$ cat src/hw/rtl/bbtc_pkg.sv
`default_nettype none

package bbtc_pkg;

   typedef enum logic [2:0] {
      OP_OPEN,
      OP_CLOSE,
      OP_DATA,
      OP_NACK,
      OP_ACK,
      OP_SEND,
      OP_TICK
   } op_type;

   typedef struct packed {
      op_type     op;
      logic [3:0] seq;
      logic [1:0] first_byte;
   } cmd_type;

   typedef struct packed {
      logic [15:0] idle_ticks;
      logic [15:0] ack_ticks;
      logic [2:0]  max_repeats;
   } csr_type;

   localparam logic [15:0] IDLE_TICKS_RESET  = 16'd6000;
   localparam logic [15:0] ACK_TICKS_RESET   = 16'd3000;
   localparam logic [2:0]  MAX_REPEATS_RESET = 3'd3;

endpackage

`default_nettype wire

$ cat src/hw/rtl/bbtc_req_if.sv
`default_nettype none

interface bbtc_req_if #(
   parameter int TAG_BITS = 8
) ();
   logic                valid;
   logic                ready;
   logic [2:0]          action;
   logic [2:0]          pdu_kind;
   logic [3:0]          seq_no;
   logic [TAG_BITS-1:0] msg_tag;
   logic [7:0]          first_byte;

   modport source (
      output valid, action, pdu_kind, seq_no, msg_tag, first_byte,
      input  ready
   );
   modport sink (
      input  valid, action, pdu_kind, seq_no, msg_tag, first_byte,
      output ready
   );
endinterface

`default_nettype wire

$ cat src/hw/rtl/bbtc_rsp_if.sv
`default_nettype none

interface bbtc_rsp_if #(
   parameter int TAG_BITS = 8
) ();
   logic                valid;
   logic                ready;
   logic [2:0]          out_kind;
   logic [3:0]          out_seq;
   logic [TAG_BITS-1:0] out_tag;
   logic [1:0]          out_first_byte;
   logic                last;

   modport source (
      output valid, out_kind, out_seq, out_tag, out_first_byte, last,
      input  ready
   );
   modport sink (
      input  valid, out_kind, out_seq, out_tag, out_first_byte, last,
      output ready
   );
endinterface

`default_nettype wire

$ cat src/hw/rtl/building_bus_transport_connection_core.sv
// The first result of a transaction is offered from the result registers once it has
// passed the two-entry front queue and been executed; a busy result port holds it back.
// Throughput: one transaction per cycle while each causes at most one result and the
// port is ready; two results hold back the next, as it hands out one per cycle.
// Reset is synchronous: the connection closes, counters and the tag queue empty and the
// timeout and repeat registers return to 6000, 3000 and 3; the tag store is not cleared.
`default_nettype none

module building_bus_transport_connection_core #(
   parameter int QUEUE_DEPTH = 16,
   parameter int TAG_BITS    = 8
) (
   input  wire logic        clock,
   input  wire logic        reset,
   input  wire logic        csr_write_en,
   input  wire logic [1:0]  csr_index,
   input  wire logic [15:0] csr_wdata,
   bbtc_req_if.sink         req_bus,
   bbtc_rsp_if.source       rsp_bus
);

   localparam logic [1:0] CSR_IDLE_TICKS  = 2'd0;
   localparam logic [1:0] CSR_ACK_TICKS   = 2'd1;
   localparam logic [1:0] CSR_MAX_REPEATS = 2'd2;

   bbtc_pkg::csr_type   csr_ff;
   logic                cmd_valid;
   bbtc_pkg::cmd_type   cmd;
   logic [TAG_BITS-1:0] cmd_tag;
   logic                cmd_pop;

   always_ff @(posedge clock) begin
      if (reset) begin
         csr_ff.idle_ticks  <= bbtc_pkg::IDLE_TICKS_RESET;
         csr_ff.ack_ticks   <= bbtc_pkg::ACK_TICKS_RESET;
         csr_ff.max_repeats <= bbtc_pkg::MAX_REPEATS_RESET;
      end else if (csr_write_en) begin
         unique case (csr_index)
            CSR_IDLE_TICKS:  csr_ff.idle_ticks  <= csr_wdata;
            CSR_ACK_TICKS:   csr_ff.ack_ticks   <= csr_wdata;
            CSR_MAX_REPEATS: csr_ff.max_repeats <= csr_wdata[2:0];
            default: begin
            end
         endcase
      end
   end

   bbtc_front #(
      .TAG_BITS (TAG_BITS)
   ) u_front (
      .clock     (clock),
      .reset     (reset),
      .req_bus   (req_bus),
      .cmd_valid (cmd_valid),
      .cmd       (cmd),
      .cmd_tag   (cmd_tag),
      .cmd_pop   (cmd_pop)
   );

   bbtc_back #(
      .QUEUE_DEPTH (QUEUE_DEPTH),
      .TAG_BITS    (TAG_BITS)
   ) u_back (
      .clock     (clock),
      .reset     (reset),
      .csr       (csr_ff),
      .cmd_valid (cmd_valid),
      .cmd       (cmd),
      .cmd_tag   (cmd_tag),
      .cmd_pop   (cmd_pop),
      .rsp_bus   (rsp_bus)
   );

endmodule

`default_nettype wire

$ cat src/hw/rtl/bbtc_front.sv
`default_nettype none

module bbtc_front #(
   parameter int TAG_BITS = 8
) (
   input  wire logic                 clock,
   input  wire logic                 reset,
   bbtc_req_if.sink                  req_bus,
   output logic                      cmd_valid,
   output bbtc_pkg::cmd_type         cmd,
   output logic [TAG_BITS-1:0]       cmd_tag,
   input  wire logic                 cmd_pop
);

   typedef enum logic [2:0] {
      ACT_OPEN  = 3'd0,
      ACT_FRAME = 3'd1,
      ACT_SEND  = 3'd2,
      ACT_TICK  = 3'd3,
      ACT_CLOSE = 3'd4
   } action_type;

   typedef enum logic [2:0] {
      PDU_DISCONNECT = 3'd0,
      PDU_CONNECT    = 3'd1,
      PDU_DATA       = 3'd2,
      PDU_NACK       = 3'd3,
      PDU_ACK        = 3'd4
   } pdu_type;

   bbtc_pkg::cmd_type   entry_ff [2];
   logic [TAG_BITS-1:0] tag_ff   [2];
   logic                wr_ptr_ff, wr_ptr_in;
   logic                rd_ptr_ff, rd_ptr_in;
   logic [1:0]          count_ff, count_in;

   bbtc_pkg::op_type    op;
   logic                keep;
   logic                push;

   always_comb begin
      keep = 1'b1;
      op   = bbtc_pkg::OP_CLOSE;
      unique case (req_bus.action)
         ACT_OPEN:  op = bbtc_pkg::OP_OPEN;
         ACT_FRAME: begin
            unique case (req_bus.pdu_kind) inside
               PDU_DISCONNECT, PDU_CONNECT: op = bbtc_pkg::OP_CLOSE;
               PDU_DATA:                    op = bbtc_pkg::OP_DATA;
               PDU_NACK:                    op = bbtc_pkg::OP_NACK;
               PDU_ACK:                     op = bbtc_pkg::OP_ACK;
               default:                     keep = 1'b0;
            endcase
         end
         ACT_SEND:  op = bbtc_pkg::OP_SEND;
         ACT_TICK:  op = bbtc_pkg::OP_TICK;
         ACT_CLOSE: op = bbtc_pkg::OP_CLOSE;
         default:   keep = 1'b0;
      endcase
   end

   // Transactions that can never cause a result are consumed here and not queued.
   assign req_bus.ready = (count_ff != 2'd2);
   assign push          = req_bus.valid && req_bus.ready && keep;

   assign wr_ptr_in = push ? ~wr_ptr_ff : wr_ptr_ff;
   assign rd_ptr_in = cmd_pop ? ~rd_ptr_ff : rd_ptr_ff;
   assign count_in  = count_ff + {1'b0, push} - {1'b0, cmd_pop};

   always_ff @(posedge clock) begin
      if (reset) begin
         wr_ptr_ff <= 1'b0;
         rd_ptr_ff <= 1'b0;
         count_ff  <= 2'd0;
      end else begin
         wr_ptr_ff <= wr_ptr_in;
         rd_ptr_ff <= rd_ptr_in;
         count_ff  <= count_in;
      end
   end

   always_ff @(posedge clock) begin
      if (push) begin
         entry_ff[wr_ptr_ff].op         <= op;
         entry_ff[wr_ptr_ff].seq        <= req_bus.seq_no;
         entry_ff[wr_ptr_ff].first_byte <= req_bus.first_byte[1:0];
         tag_ff[wr_ptr_ff]              <= req_bus.msg_tag;
      end
   end

   assign cmd_valid = (count_ff != 2'd0);
   assign cmd       = entry_ff[rd_ptr_ff];
   assign cmd_tag   = tag_ff[rd_ptr_ff];

endmodule

`default_nettype wire

$ cat src/hw/rtl/bbtc_back.sv
`default_nettype none

module bbtc_back #(
   parameter int QUEUE_DEPTH = 16,
   parameter int TAG_BITS    = 8
) (
   input  wire logic                 clock,
   input  wire logic                 reset,
   input  wire bbtc_pkg::csr_type    csr,
   input  wire logic                 cmd_valid,
   input  wire bbtc_pkg::cmd_type    cmd,
   input  wire logic [TAG_BITS-1:0]  cmd_tag,
   output logic                      cmd_pop,
   bbtc_rsp_if.source                rsp_bus
);

   localparam int AW = $clog2(QUEUE_DEPTH);
   localparam int CW = $clog2(QUEUE_DEPTH + 1);
   localparam int SW = AW + 1;

   typedef enum logic [1:0] {
      MODE_CLOSED = 2'd0,
      MODE_IDLE   = 2'd1,
      MODE_WAIT   = 2'd2
   } mode_type;

   typedef enum logic [2:0] {
      KIND_CONNECT    = 3'd0,
      KIND_DISCONNECT = 3'd1,
      KIND_ACK        = 3'd2,
      KIND_DATA       = 3'd3,
      KIND_DELIVER    = 3'd4,
      KIND_CLOSED     = 3'd5,
      KIND_REJECT     = 3'd6
   } kind_type;

   typedef struct packed {
      kind_type   kind;
      logic [3:0] seq;
      logic       from_mem;
      logic       from_cmd;
      logic [1:0] first_byte;
   } result_type;

   mode_type            mode_ff, mode_in;
   logic [3:0]          send_seq_ff, send_seq_in;
   logic [3:0]          recv_seq_ff, recv_seq_in;
   logic [2:0]          repeat_ff, repeat_in;
   logic [15:0]         timer_ff, timer_in;
   logic [AW-1:0]       head_ff, head_in;
   logic [CW-1:0]       count_ff, count_in;

   logic [1:0]          left_ff;
   logic                sel_ff;
   result_type          res_ff [2];
   result_type          res_in [2];
   logic [1:0]          num_res;
   logic [TAG_BITS-1:0] cmd_tag_ff;
   logic                bypass_ff, bypass_in;
   logic [TAG_BITS-1:0] rd_data_ff;
   logic [TAG_BITS-1:0] tags_mem [QUEUE_DEPTH];

   logic [AW-1:0]       rd_addr;
   logic [AW-1:0]       wr_addr;
   logic                wr_en;
   logic [SW-1:0]       tail_sum;
   logic                do_shut, do_repeat, do_start;
   logic                fire;
   logic [TAG_BITS-1:0] mem_tag;
   result_type          cur;

   assign tail_sum = SW'(head_ff) + SW'(count_ff);
   assign wr_addr  = (tail_sum >= SW'(QUEUE_DEPTH)) ? AW'(tail_sum - SW'(QUEUE_DEPTH))
                                                    : AW'(tail_sum);

   always_comb begin
      mode_in     = mode_ff;
      send_seq_in = send_seq_ff;
      recv_seq_in = recv_seq_ff;
      repeat_in   = repeat_ff;
      timer_in    = timer_ff;
      head_in     = head_ff;
      count_in    = count_ff;
      res_in[0]   = '0;
      res_in[1]   = '0;
      num_res     = 2'd0;
      rd_addr     = head_ff;
      wr_en       = 1'b0;
      bypass_in   = 1'b0;
      do_shut     = 1'b0;
      do_repeat   = 1'b0;
      do_start    = 1'b0;

      case (cmd.op)
         bbtc_pkg::OP_OPEN: begin
            if (mode_ff == MODE_CLOSED) begin
               res_in[0].kind = KIND_CONNECT;
               num_res        = 2'd1;
               mode_in        = MODE_IDLE;
               send_seq_in    = 4'd0;
               recv_seq_in    = 4'd0;
               repeat_in      = 3'd0;
               timer_in       = csr.idle_ticks;
               do_start       = 1'b1;
            end
         end
         bbtc_pkg::OP_CLOSE: begin
            do_shut = (mode_ff != MODE_CLOSED);
         end
         bbtc_pkg::OP_DATA: begin
            if (mode_ff != MODE_CLOSED) begin
               if (cmd.seq == recv_seq_ff) begin
                  res_in[0].kind       = KIND_DELIVER;
                  res_in[0].from_cmd   = 1'b1;
                  res_in[0].first_byte = cmd.first_byte;
                  res_in[1].kind       = KIND_ACK;
                  res_in[1].seq        = recv_seq_ff;
                  num_res              = 2'd2;
                  recv_seq_in          = recv_seq_ff + 4'd1;
               end else if (cmd.seq == recv_seq_ff - 4'd1) begin
                  res_in[0].kind = KIND_ACK;
                  res_in[0].seq  = cmd.seq;
                  num_res        = 2'd1;
               end else begin
                  do_shut = 1'b1;
               end
               if (!do_shut && mode_ff == MODE_IDLE) begin
                  timer_in = csr.idle_ticks;
               end
            end
         end
         bbtc_pkg::OP_NACK: begin
            if (mode_ff != MODE_CLOSED) begin
               if (cmd.seq != send_seq_ff || count_ff == '0) begin
                  do_shut = 1'b1;
               end else begin
                  do_repeat = 1'b1;
               end
            end
         end
         bbtc_pkg::OP_ACK: begin
            if (mode_ff != MODE_CLOSED) begin
               if (cmd.seq != send_seq_ff || mode_ff != MODE_WAIT || count_ff == '0) begin
                  do_shut = 1'b1;
               end else begin
                  timer_in    = csr.idle_ticks;
                  mode_in     = MODE_IDLE;
                  head_in     = (head_ff == AW'(QUEUE_DEPTH - 1)) ? '0 : head_ff + AW'(1);
                  count_in    = count_ff - CW'(1);
                  send_seq_in = send_seq_ff + 4'd1;
                  do_start    = 1'b1;
               end
            end
         end
         bbtc_pkg::OP_SEND: begin
            if (count_ff == CW'(QUEUE_DEPTH)) begin
               res_in[0].kind = KIND_REJECT;
               num_res        = 2'd1;
            end else begin
               wr_en     = 1'b1;
               count_in  = count_ff + CW'(1);
               bypass_in = (count_ff == '0);
               do_start  = (mode_ff == MODE_IDLE);
            end
         end
         bbtc_pkg::OP_TICK: begin
            if (mode_ff != MODE_CLOSED) begin
               if (timer_ff > 16'd1) begin
                  timer_in = timer_ff - 16'd1;
               end else begin
                  timer_in  = 16'd0;
                  do_repeat = 1'b1;
               end
            end
         end
         default: begin
         end
      endcase

      if (do_repeat) begin
         if (mode_ff == MODE_WAIT && count_ff != '0 && repeat_ff < csr.max_repeats) begin
            repeat_in          = repeat_ff + 3'd1;
            timer_in           = csr.ack_ticks;
            res_in[0].kind     = KIND_DATA;
            res_in[0].seq      = send_seq_ff;
            res_in[0].from_mem = 1'b1;
            num_res            = 2'd1;
         end else begin
            do_shut = 1'b1;
         end
      end

      if (do_shut) begin
         mode_in        = MODE_CLOSED;
         res_in[0]      = '0;
         res_in[1]      = '0;
         res_in[0].kind = KIND_DISCONNECT;
         res_in[1].kind = KIND_CLOSED;
         num_res        = 2'd2;
      end

      if (do_start && count_in != '0) begin
         repeat_in                   = 3'd0;
         mode_in                     = MODE_WAIT;
         timer_in                    = csr.ack_ticks;
         rd_addr                     = head_in;
         res_in[num_res[0]].kind     = KIND_DATA;
         res_in[num_res[0]].seq      = send_seq_in;
         res_in[num_res[0]].from_mem = 1'b1;
         num_res                     = num_res + 2'd1;
      end
   end

   assign fire    = cmd_valid && (left_ff == 2'd0 || (left_ff == 2'd1 && rsp_bus.ready));
   assign cmd_pop = fire;

   always_ff @(posedge clock) begin
      if (reset) begin
         mode_ff     <= MODE_CLOSED;
         send_seq_ff <= 4'd0;
         recv_seq_ff <= 4'd0;
         repeat_ff   <= 3'd0;
         timer_ff    <= 16'd0;
         head_ff     <= '0;
         count_ff    <= '0;
         left_ff     <= 2'd0;
         sel_ff      <= 1'b0;
      end else if (fire) begin
         mode_ff     <= mode_in;
         send_seq_ff <= send_seq_in;
         recv_seq_ff <= recv_seq_in;
         repeat_ff   <= repeat_in;
         timer_ff    <= timer_in;
         head_ff     <= head_in;
         count_ff    <= count_in;
         left_ff     <= num_res;
         sel_ff      <= 1'b0;
      end else if (rsp_bus.valid && rsp_bus.ready) begin
         left_ff <= left_ff - 2'd1;
         sel_ff  <= 1'b1;
      end
   end

   always_ff @(posedge clock) begin
      if (fire) begin
         res_ff[0]  <= res_in[0];
         res_ff[1]  <= res_in[1];
         cmd_tag_ff <= cmd_tag;
         bypass_ff  <= bypass_in;
      end
   end

   // The tag being sent is read as the transaction is executed; a tag written by the
   // same transaction into an empty store is taken from the command instead.
   always_ff @(posedge clock) begin
      if (fire && wr_en) begin
         tags_mem[wr_addr] <= cmd_tag;
      end
      if (fire) begin
         rd_data_ff <= tags_mem[rd_addr];
      end
   end

   assign mem_tag = bypass_ff ? cmd_tag_ff : rd_data_ff;
   assign cur     = res_ff[sel_ff];

   assign rsp_bus.valid          = (left_ff != 2'd0);
   assign rsp_bus.out_kind       = cur.kind;
   assign rsp_bus.out_seq        = cur.seq;
   assign rsp_bus.out_tag        = cur.from_mem ? mem_tag : (cur.from_cmd ? cmd_tag_ff : '0);
   assign rsp_bus.out_first_byte = cur.first_byte;
   assign rsp_bus.last           = (left_ff == 2'd1);

endmodule

`default_nettype wire
$ cat src/flat_wrapper.sv
// flat-port wrapper written by rule: the top's interface ports become plain ports
module building_bus_transport_connection_core_flat 
#(
   parameter int QUEUE_DEPTH = 16,
   parameter int TAG_BITS    = 8
)
  (clock, reset, csr_write_en, csr_index, csr_wdata, req_bus_valid, req_bus_action, req_bus_pdu_kind, req_bus_seq_no, req_bus_msg_tag, req_bus_first_byte, req_bus_ready, rsp_bus_valid, rsp_bus_out_kind, rsp_bus_out_seq, rsp_bus_out_tag, rsp_bus_out_first_byte, rsp_bus_last, rsp_bus_ready);
  bbtc_req_if #(.TAG_BITS(TAG_BITS)) req_bus_i ();
  bbtc_rsp_if #(.TAG_BITS(TAG_BITS)) rsp_bus_i ();
  input  wire logic clock;
  input  wire logic reset;
  input  wire logic csr_write_en;
  input  wire logic [1:0] csr_index;
  input  wire logic [15:0] csr_wdata;
  input wire logic [$bits(req_bus_i.valid)-1:0] req_bus_valid;
  input wire logic [$bits(req_bus_i.action)-1:0] req_bus_action;
  input wire logic [$bits(req_bus_i.pdu_kind)-1:0] req_bus_pdu_kind;
  input wire logic [$bits(req_bus_i.seq_no)-1:0] req_bus_seq_no;
  input wire logic [$bits(req_bus_i.msg_tag)-1:0] req_bus_msg_tag;
  input wire logic [$bits(req_bus_i.first_byte)-1:0] req_bus_first_byte;
  output wire logic [$bits(req_bus_i.ready)-1:0] req_bus_ready;
  output wire logic [$bits(rsp_bus_i.valid)-1:0] rsp_bus_valid;
  output wire logic [$bits(rsp_bus_i.out_kind)-1:0] rsp_bus_out_kind;
  output wire logic [$bits(rsp_bus_i.out_seq)-1:0] rsp_bus_out_seq;
  output wire logic [$bits(rsp_bus_i.out_tag)-1:0] rsp_bus_out_tag;
  output wire logic [$bits(rsp_bus_i.out_first_byte)-1:0] rsp_bus_out_first_byte;
  output wire logic [$bits(rsp_bus_i.last)-1:0] rsp_bus_last;
  input wire logic [$bits(rsp_bus_i.ready)-1:0] rsp_bus_ready;
  assign req_bus_i.valid = req_bus_valid;
  assign req_bus_i.action = req_bus_action;
  assign req_bus_i.pdu_kind = req_bus_pdu_kind;
  assign req_bus_i.seq_no = req_bus_seq_no;
  assign req_bus_i.msg_tag = req_bus_msg_tag;
  assign req_bus_i.first_byte = req_bus_first_byte;
  assign req_bus_ready = req_bus_i.ready;
  assign rsp_bus_valid = rsp_bus_i.valid;
  assign rsp_bus_out_kind = rsp_bus_i.out_kind;
  assign rsp_bus_out_seq = rsp_bus_i.out_seq;
  assign rsp_bus_out_tag = rsp_bus_i.out_tag;
  assign rsp_bus_out_first_byte = rsp_bus_i.out_first_byte;
  assign rsp_bus_last = rsp_bus_i.last;
  assign rsp_bus_i.ready = rsp_bus_ready;
  building_bus_transport_connection_core #(.QUEUE_DEPTH(QUEUE_DEPTH), .TAG_BITS(TAG_BITS)) u_core (.clock(clock), .reset(reset), .csr_write_en(csr_write_en), .csr_index(csr_index), .csr_wdata(csr_wdata), .req_bus(req_bus_i), .rsp_bus(rsp_bus_i));
endmodule
$ cat config.mk
export PLATFORM = sky130hd
export DESIGN_NAME = building_bus_transport_connection_core_flat
export DESIGN_NICKNAME = d
export VERILOG_FILES = /design/src/hw/rtl/bbtc_pkg.sv /design/src/hw/rtl/bbtc_req_if.sv /design/src/hw/rtl/bbtc_rsp_if.sv /design/src/hw/rtl/building_bus_transport_connection_core.sv /design/src/hw/rtl/bbtc_front.sv /design/src/hw/rtl/bbtc_back.sv /design/src/flat_wrapper.sv
export SDC_FILE = /design/constraint.sdc
export NUM_CORES = 1
export LEC_CHECK = 0
export ABC_CLOCK_PERIOD_IN_PS = 9500
export BUFFER_PORTS_ARGS = -buffer_cell sky130_fd_sc_hd__clkbuf_2
export CAP_MARGIN = 0
export CORE_MARGIN = 4
export CORE_UTILIZATION = 47
export DETAILED_ROUTE_END_ITERATION = 10
export PLACE_DENSITY = 0.72
export SLEW_MARGIN = 20
export SYNTH_ARGS = -nofsm -noshare
export SYNTH_HDL_FRONTEND = slang
export SYNTH_HIERARCHICAL = 1
export SYNTH_SLANG_ARGS = --single-unit
$ cat constraint.sdc
create_clock -name clock -period 9.5 [get_ports clock]
set_input_delay 0.95 -clock clock [delete_from_list [all_inputs] [get_ports clock]]
set_output_delay 0.95 -clock clock [all_outputs]
set_load 0.05 [all_outputs]
==> flow_metrics.env <==
export IMPL_status="finished clean"
export IMPL_cts_resized=0
export IMPL_drt_wl_total_mm=31.6
export IMPL_dieArea_um2=31300
export IMPL_yosysMostFrequentCell="edfxtp_1"
export IMPL_placementRows=61
export IMPL_power_density_nw_per_um2=253
export IMPL_cap_viol_max_count=0
export IMPL_yosysUniqueCellTypes=85
export IMPL_cts_clk_slew_worst_paths_ns=0.06
export IMPL_tns_ns=0
export IMPL_viasPerCell=5.94
export IMPL_async_reset_ff_share_pct=0
export IMPL_drc=0
export IMPL_ctsHoldBuffers=0
export IMPL_cp_max_fo=17
export IMPL_final_cells=1655
export IMPL_gr_total_overflow=0
export IMPL_holdCritPathClass="flop to flop"
export IMPL_synth_nets=1287
export IMPL_numCtsBuffers=29
export IMPL_ys_top_cells_by_area="edfxtp_1 (44%), dfxtp_1 (12%), nand2_1 (3.8%), nor2_1 (3.3%), mux2i_1 (3.1%)"
export IMPL_avgSynthCellArea_um2=11.0
export IMPL_antenna_cells=0
export IMPL_critPathCapture="u_core/u_back/rd_data_ff[0]"
export IMPL_tightestPinTransition_ns=1.08
export IMPL_rsz0062_at_grt="no"
export IMPL_dieWidth_um=177
export IMPL_hold_violations=0
export IMPL_cts_max_level=1
export IMPL_regToRegSetupSlack_ns=4.15
export IMPL_vias=9833
export IMPL_yosysTopAreaCell="edfxtp_1"
export IMPL_grt_max_degree=108
export IMPL_synth_seq_area_share_pct=56.6
export IMPL_post_cts_buffers=0
export IMPL_critical_path_class="flop to flop"
export IMPL_yosys_warnings=6
export IMPL_required_ns=9.77
export IMPL_synthToLayoutAreaGrowth_pct=10.9
export IMPL_rr_worst_depth=11
export IMPL_die_height_um=177
export IMPL_clockRootBuffer="clkbuf_16"
export IMPL_io_buffers=62
export IMPL_yosysTopAreaCellShare_pct=44.4
export IMPL_gp_congestion=0.906
export IMPL_ys_top_cells_by_count="edfxtp_1 (198), nand2_1 (136), nor2_1 (117)"
export IMPL_cts_buffer_depth=3
export IMPL_p_leak_nw=5.22
export IMPL_relSlewSlack_pct=28.0
export IMPL_regToRegEndpoint="u_core/u_back/rd_data_ff[0]"
export IMPL_worstSetupEndpointType="flop"
export IMPL_finalCriticalPeriod_ns=5.35
export IMPL_slowest_delay_ns=0.84
export IMPL_start_kind="flop"
export IMPL_synth_edf_count=198
export IMPL_start_util_pct=48.0
export IMPL_dp_cells=1602
export IMPL_drtIter0Drc=1056
export IMPL_drive_gt1_share_pct=13.8
export IMPL_finalSetupViolCount=0
export IMPL_tritoncts="built"
export IMPL_grt_total_usage_pct=19.7
export IMPL_crit_chain="mux2_2 > xnor2_1 > nand2_1 > or3_1 > a31oi_1 > o41a_1 > mux2i_4 > nand2_2 > a211oi_1 > a211o_1 > o221ai_1"
export IMPL_wl_per_cell_um=19.1
export IMPL_fin_nets=1323
export IMPL_clkLatencyLatePin_ns=0.55
export IMPL_dp_hpwl_mm=20.4
export IMPL_slowest_stage="dfxtp_1"
export IMPL_clock_sinks=280
export IMPL_antenna_found_initial=1
export IMPL_fmax_mhz=187
export IMPL_dr_pass1_iters=5
export IMPL_slew_viol_final=0
export IMPL_ant_nets=0
export IMPL_core_area_um2=27900
export IMPL_num_io_pins=69
export IMPL_synthesis_area_um2=13400
export IMPL_peakVddDrop_mv=0.143
export IMPL_syn_instance_count=1219
export IMPL_arrival_ns=5.62
export IMPL_grt_pass1_vias=9300
export IMPL_ys_flop_type="edfxtp_1"
export IMPL_grt_pass1_wl_mm=49.5
export IMPL_timing_final_crit_share_pct=56.3
export IMPL_yosys_register_bits=280
export IMPL_skew_ns=0.0117
critical path, delay by kind of cell, from the launching register on:
kind             cells  cell delay [ns]
AO/OA/AOI/OAI        5             1.82
flip-flops           1             0.84
XOR/XNOR             1             0.20
AND/OR/NAND/NOR      3             1.17
multiplexers         2             1.02
stage by stage:
| stage | area, um^2 | hold WS, ns | setup slack [ns] | total power [mW] | util (%) |
|---|---|---|---|---|---|
| final | 14900 | 0.479 | 4.15 | 3.76 | 53.2 |
| after global routing | 14900 | 0.507 | 3.91 | 3.94 | 53.2 |
| after CTS | 14900 | 0.481 | 4.23 | 3.77 | 53.2 |
| after detailed placement | 13900 | 0.470 | 4.28 | 2.68 | 49.9 |
| after global placement | 13900 | 0.460 | 4.32 | 2.66 | 49.9 |
| after floorplan | 13400 | 0.448 | 5.56 | 2.38 | - |
area by class of cell:
class | count | area, um^2
Fill cell | 2449 | 13100
Multi-Input combinational cell | 847 | 5420
Clock inverter | 21 | 174
Timing Repair Buffer | 72 | 388
Tap cell | 378 | 473
Sequential cell | 280 | 7590
Inverter | 25 | 93.8
Clock buffer | 32 | 737
per-layer routing:
layer	global-route usage (%)	wire length [um]	part of all wire, %
met1	28.4	14100	45
met3	3.99	2900	9.2
met2	30.7	14000	44
met4	5.16	614	1.9
met5	0	0	0
power by group:
part	switching, mW	internal, mW	total (mW)
Clock	0.455	0.636	1.09
Sequential	0.0793	1.50	1.58
Combinational	0.773	0.314	1.09
Total	1.31	2.45	3.76
cells in the final DEF (no fill, tap or decap), drive strengths merged, types with 15 or more instances in the layout:
master	count
a22o	16
ha	18
clkinv	17
nor2	117
nor3	26
a31oi	21
clkbuf	93
nand2	139
edfxtp	198
mux2i	44
a211oi	26
nand2b	36
dfxtp	82
nand3	39
xnor2	17
inv	26
a21oi	65
and3	15
o21ai	59
mux2	26
worst min-delay path by stage:
stage | from | endpoint | cells after the start
after floorplan | u_core/u_back/left_ff[1] | u_core/u_back/left_ff[1] | 2
after global placement | u_core/u_back/left_ff[1] | u_core/u_back/left_ff[1] | 2
after detailed placement | u_core/csr_ff[19] | u_core/csr_ff[19] | 2
after CTS | u_core/csr_ff[19] | u_core/csr_ff[19] | 2
after global routing | u_core/csr_ff[22] | u_core/csr_ff[22] | 2
final | u_core/csr_ff[13] | u_core/csr_ff[13] | 2
state kept, by name, indices dropped and copies added (netlist names), named ones only:
signal / count
u_core/u_back/left_ff: 2
u_core/u_back/rd_data_ff: 8
u_core/u_back/recv_seq_ff: 4
u_core/u_back/sel_ff: 1
u_core/u_back/res_ff: 19
u_core/u_back/send_seq_ff: 4
u_core/u_back/mode_ff: 2
u_core/u_front/count_ff: 2
u_core/u_back/timer_ff: 16
u_core/u_back/count_ff: 5
u_core/u_front/tag_ff: 16
u_core/u_front/rd_ptr_ff: 1
u_core/u_back/repeat_ff: 3
u_core/u_back/tags_mem: 128
u_core/u_back/bypass_ff: 1
u_core/u_front/wr_ptr_ff: 1
u_core/u_front/entry_ff: 18
u_core/u_back/cmd_tag_ff: 8
u_core/csr_ff: 35
u_core/u_back/head_ff: 4
kinds of logic after synthesis:
| group | Yosys count | share of synthesized area (%) |
|---|---|---|
| flops | 280 | 56.6 |
| simple gates | 451 | 16.6 |
| fa+ha+maj | 19 | 1.83 |
| compound gates | 282 | 14.4 |
| xor+xnor | 25 | 1.75 |
| mux | 70 | 5.62 |
| buf+inv | 92 | 3.20 |
(Power assumes the default switching activity.)
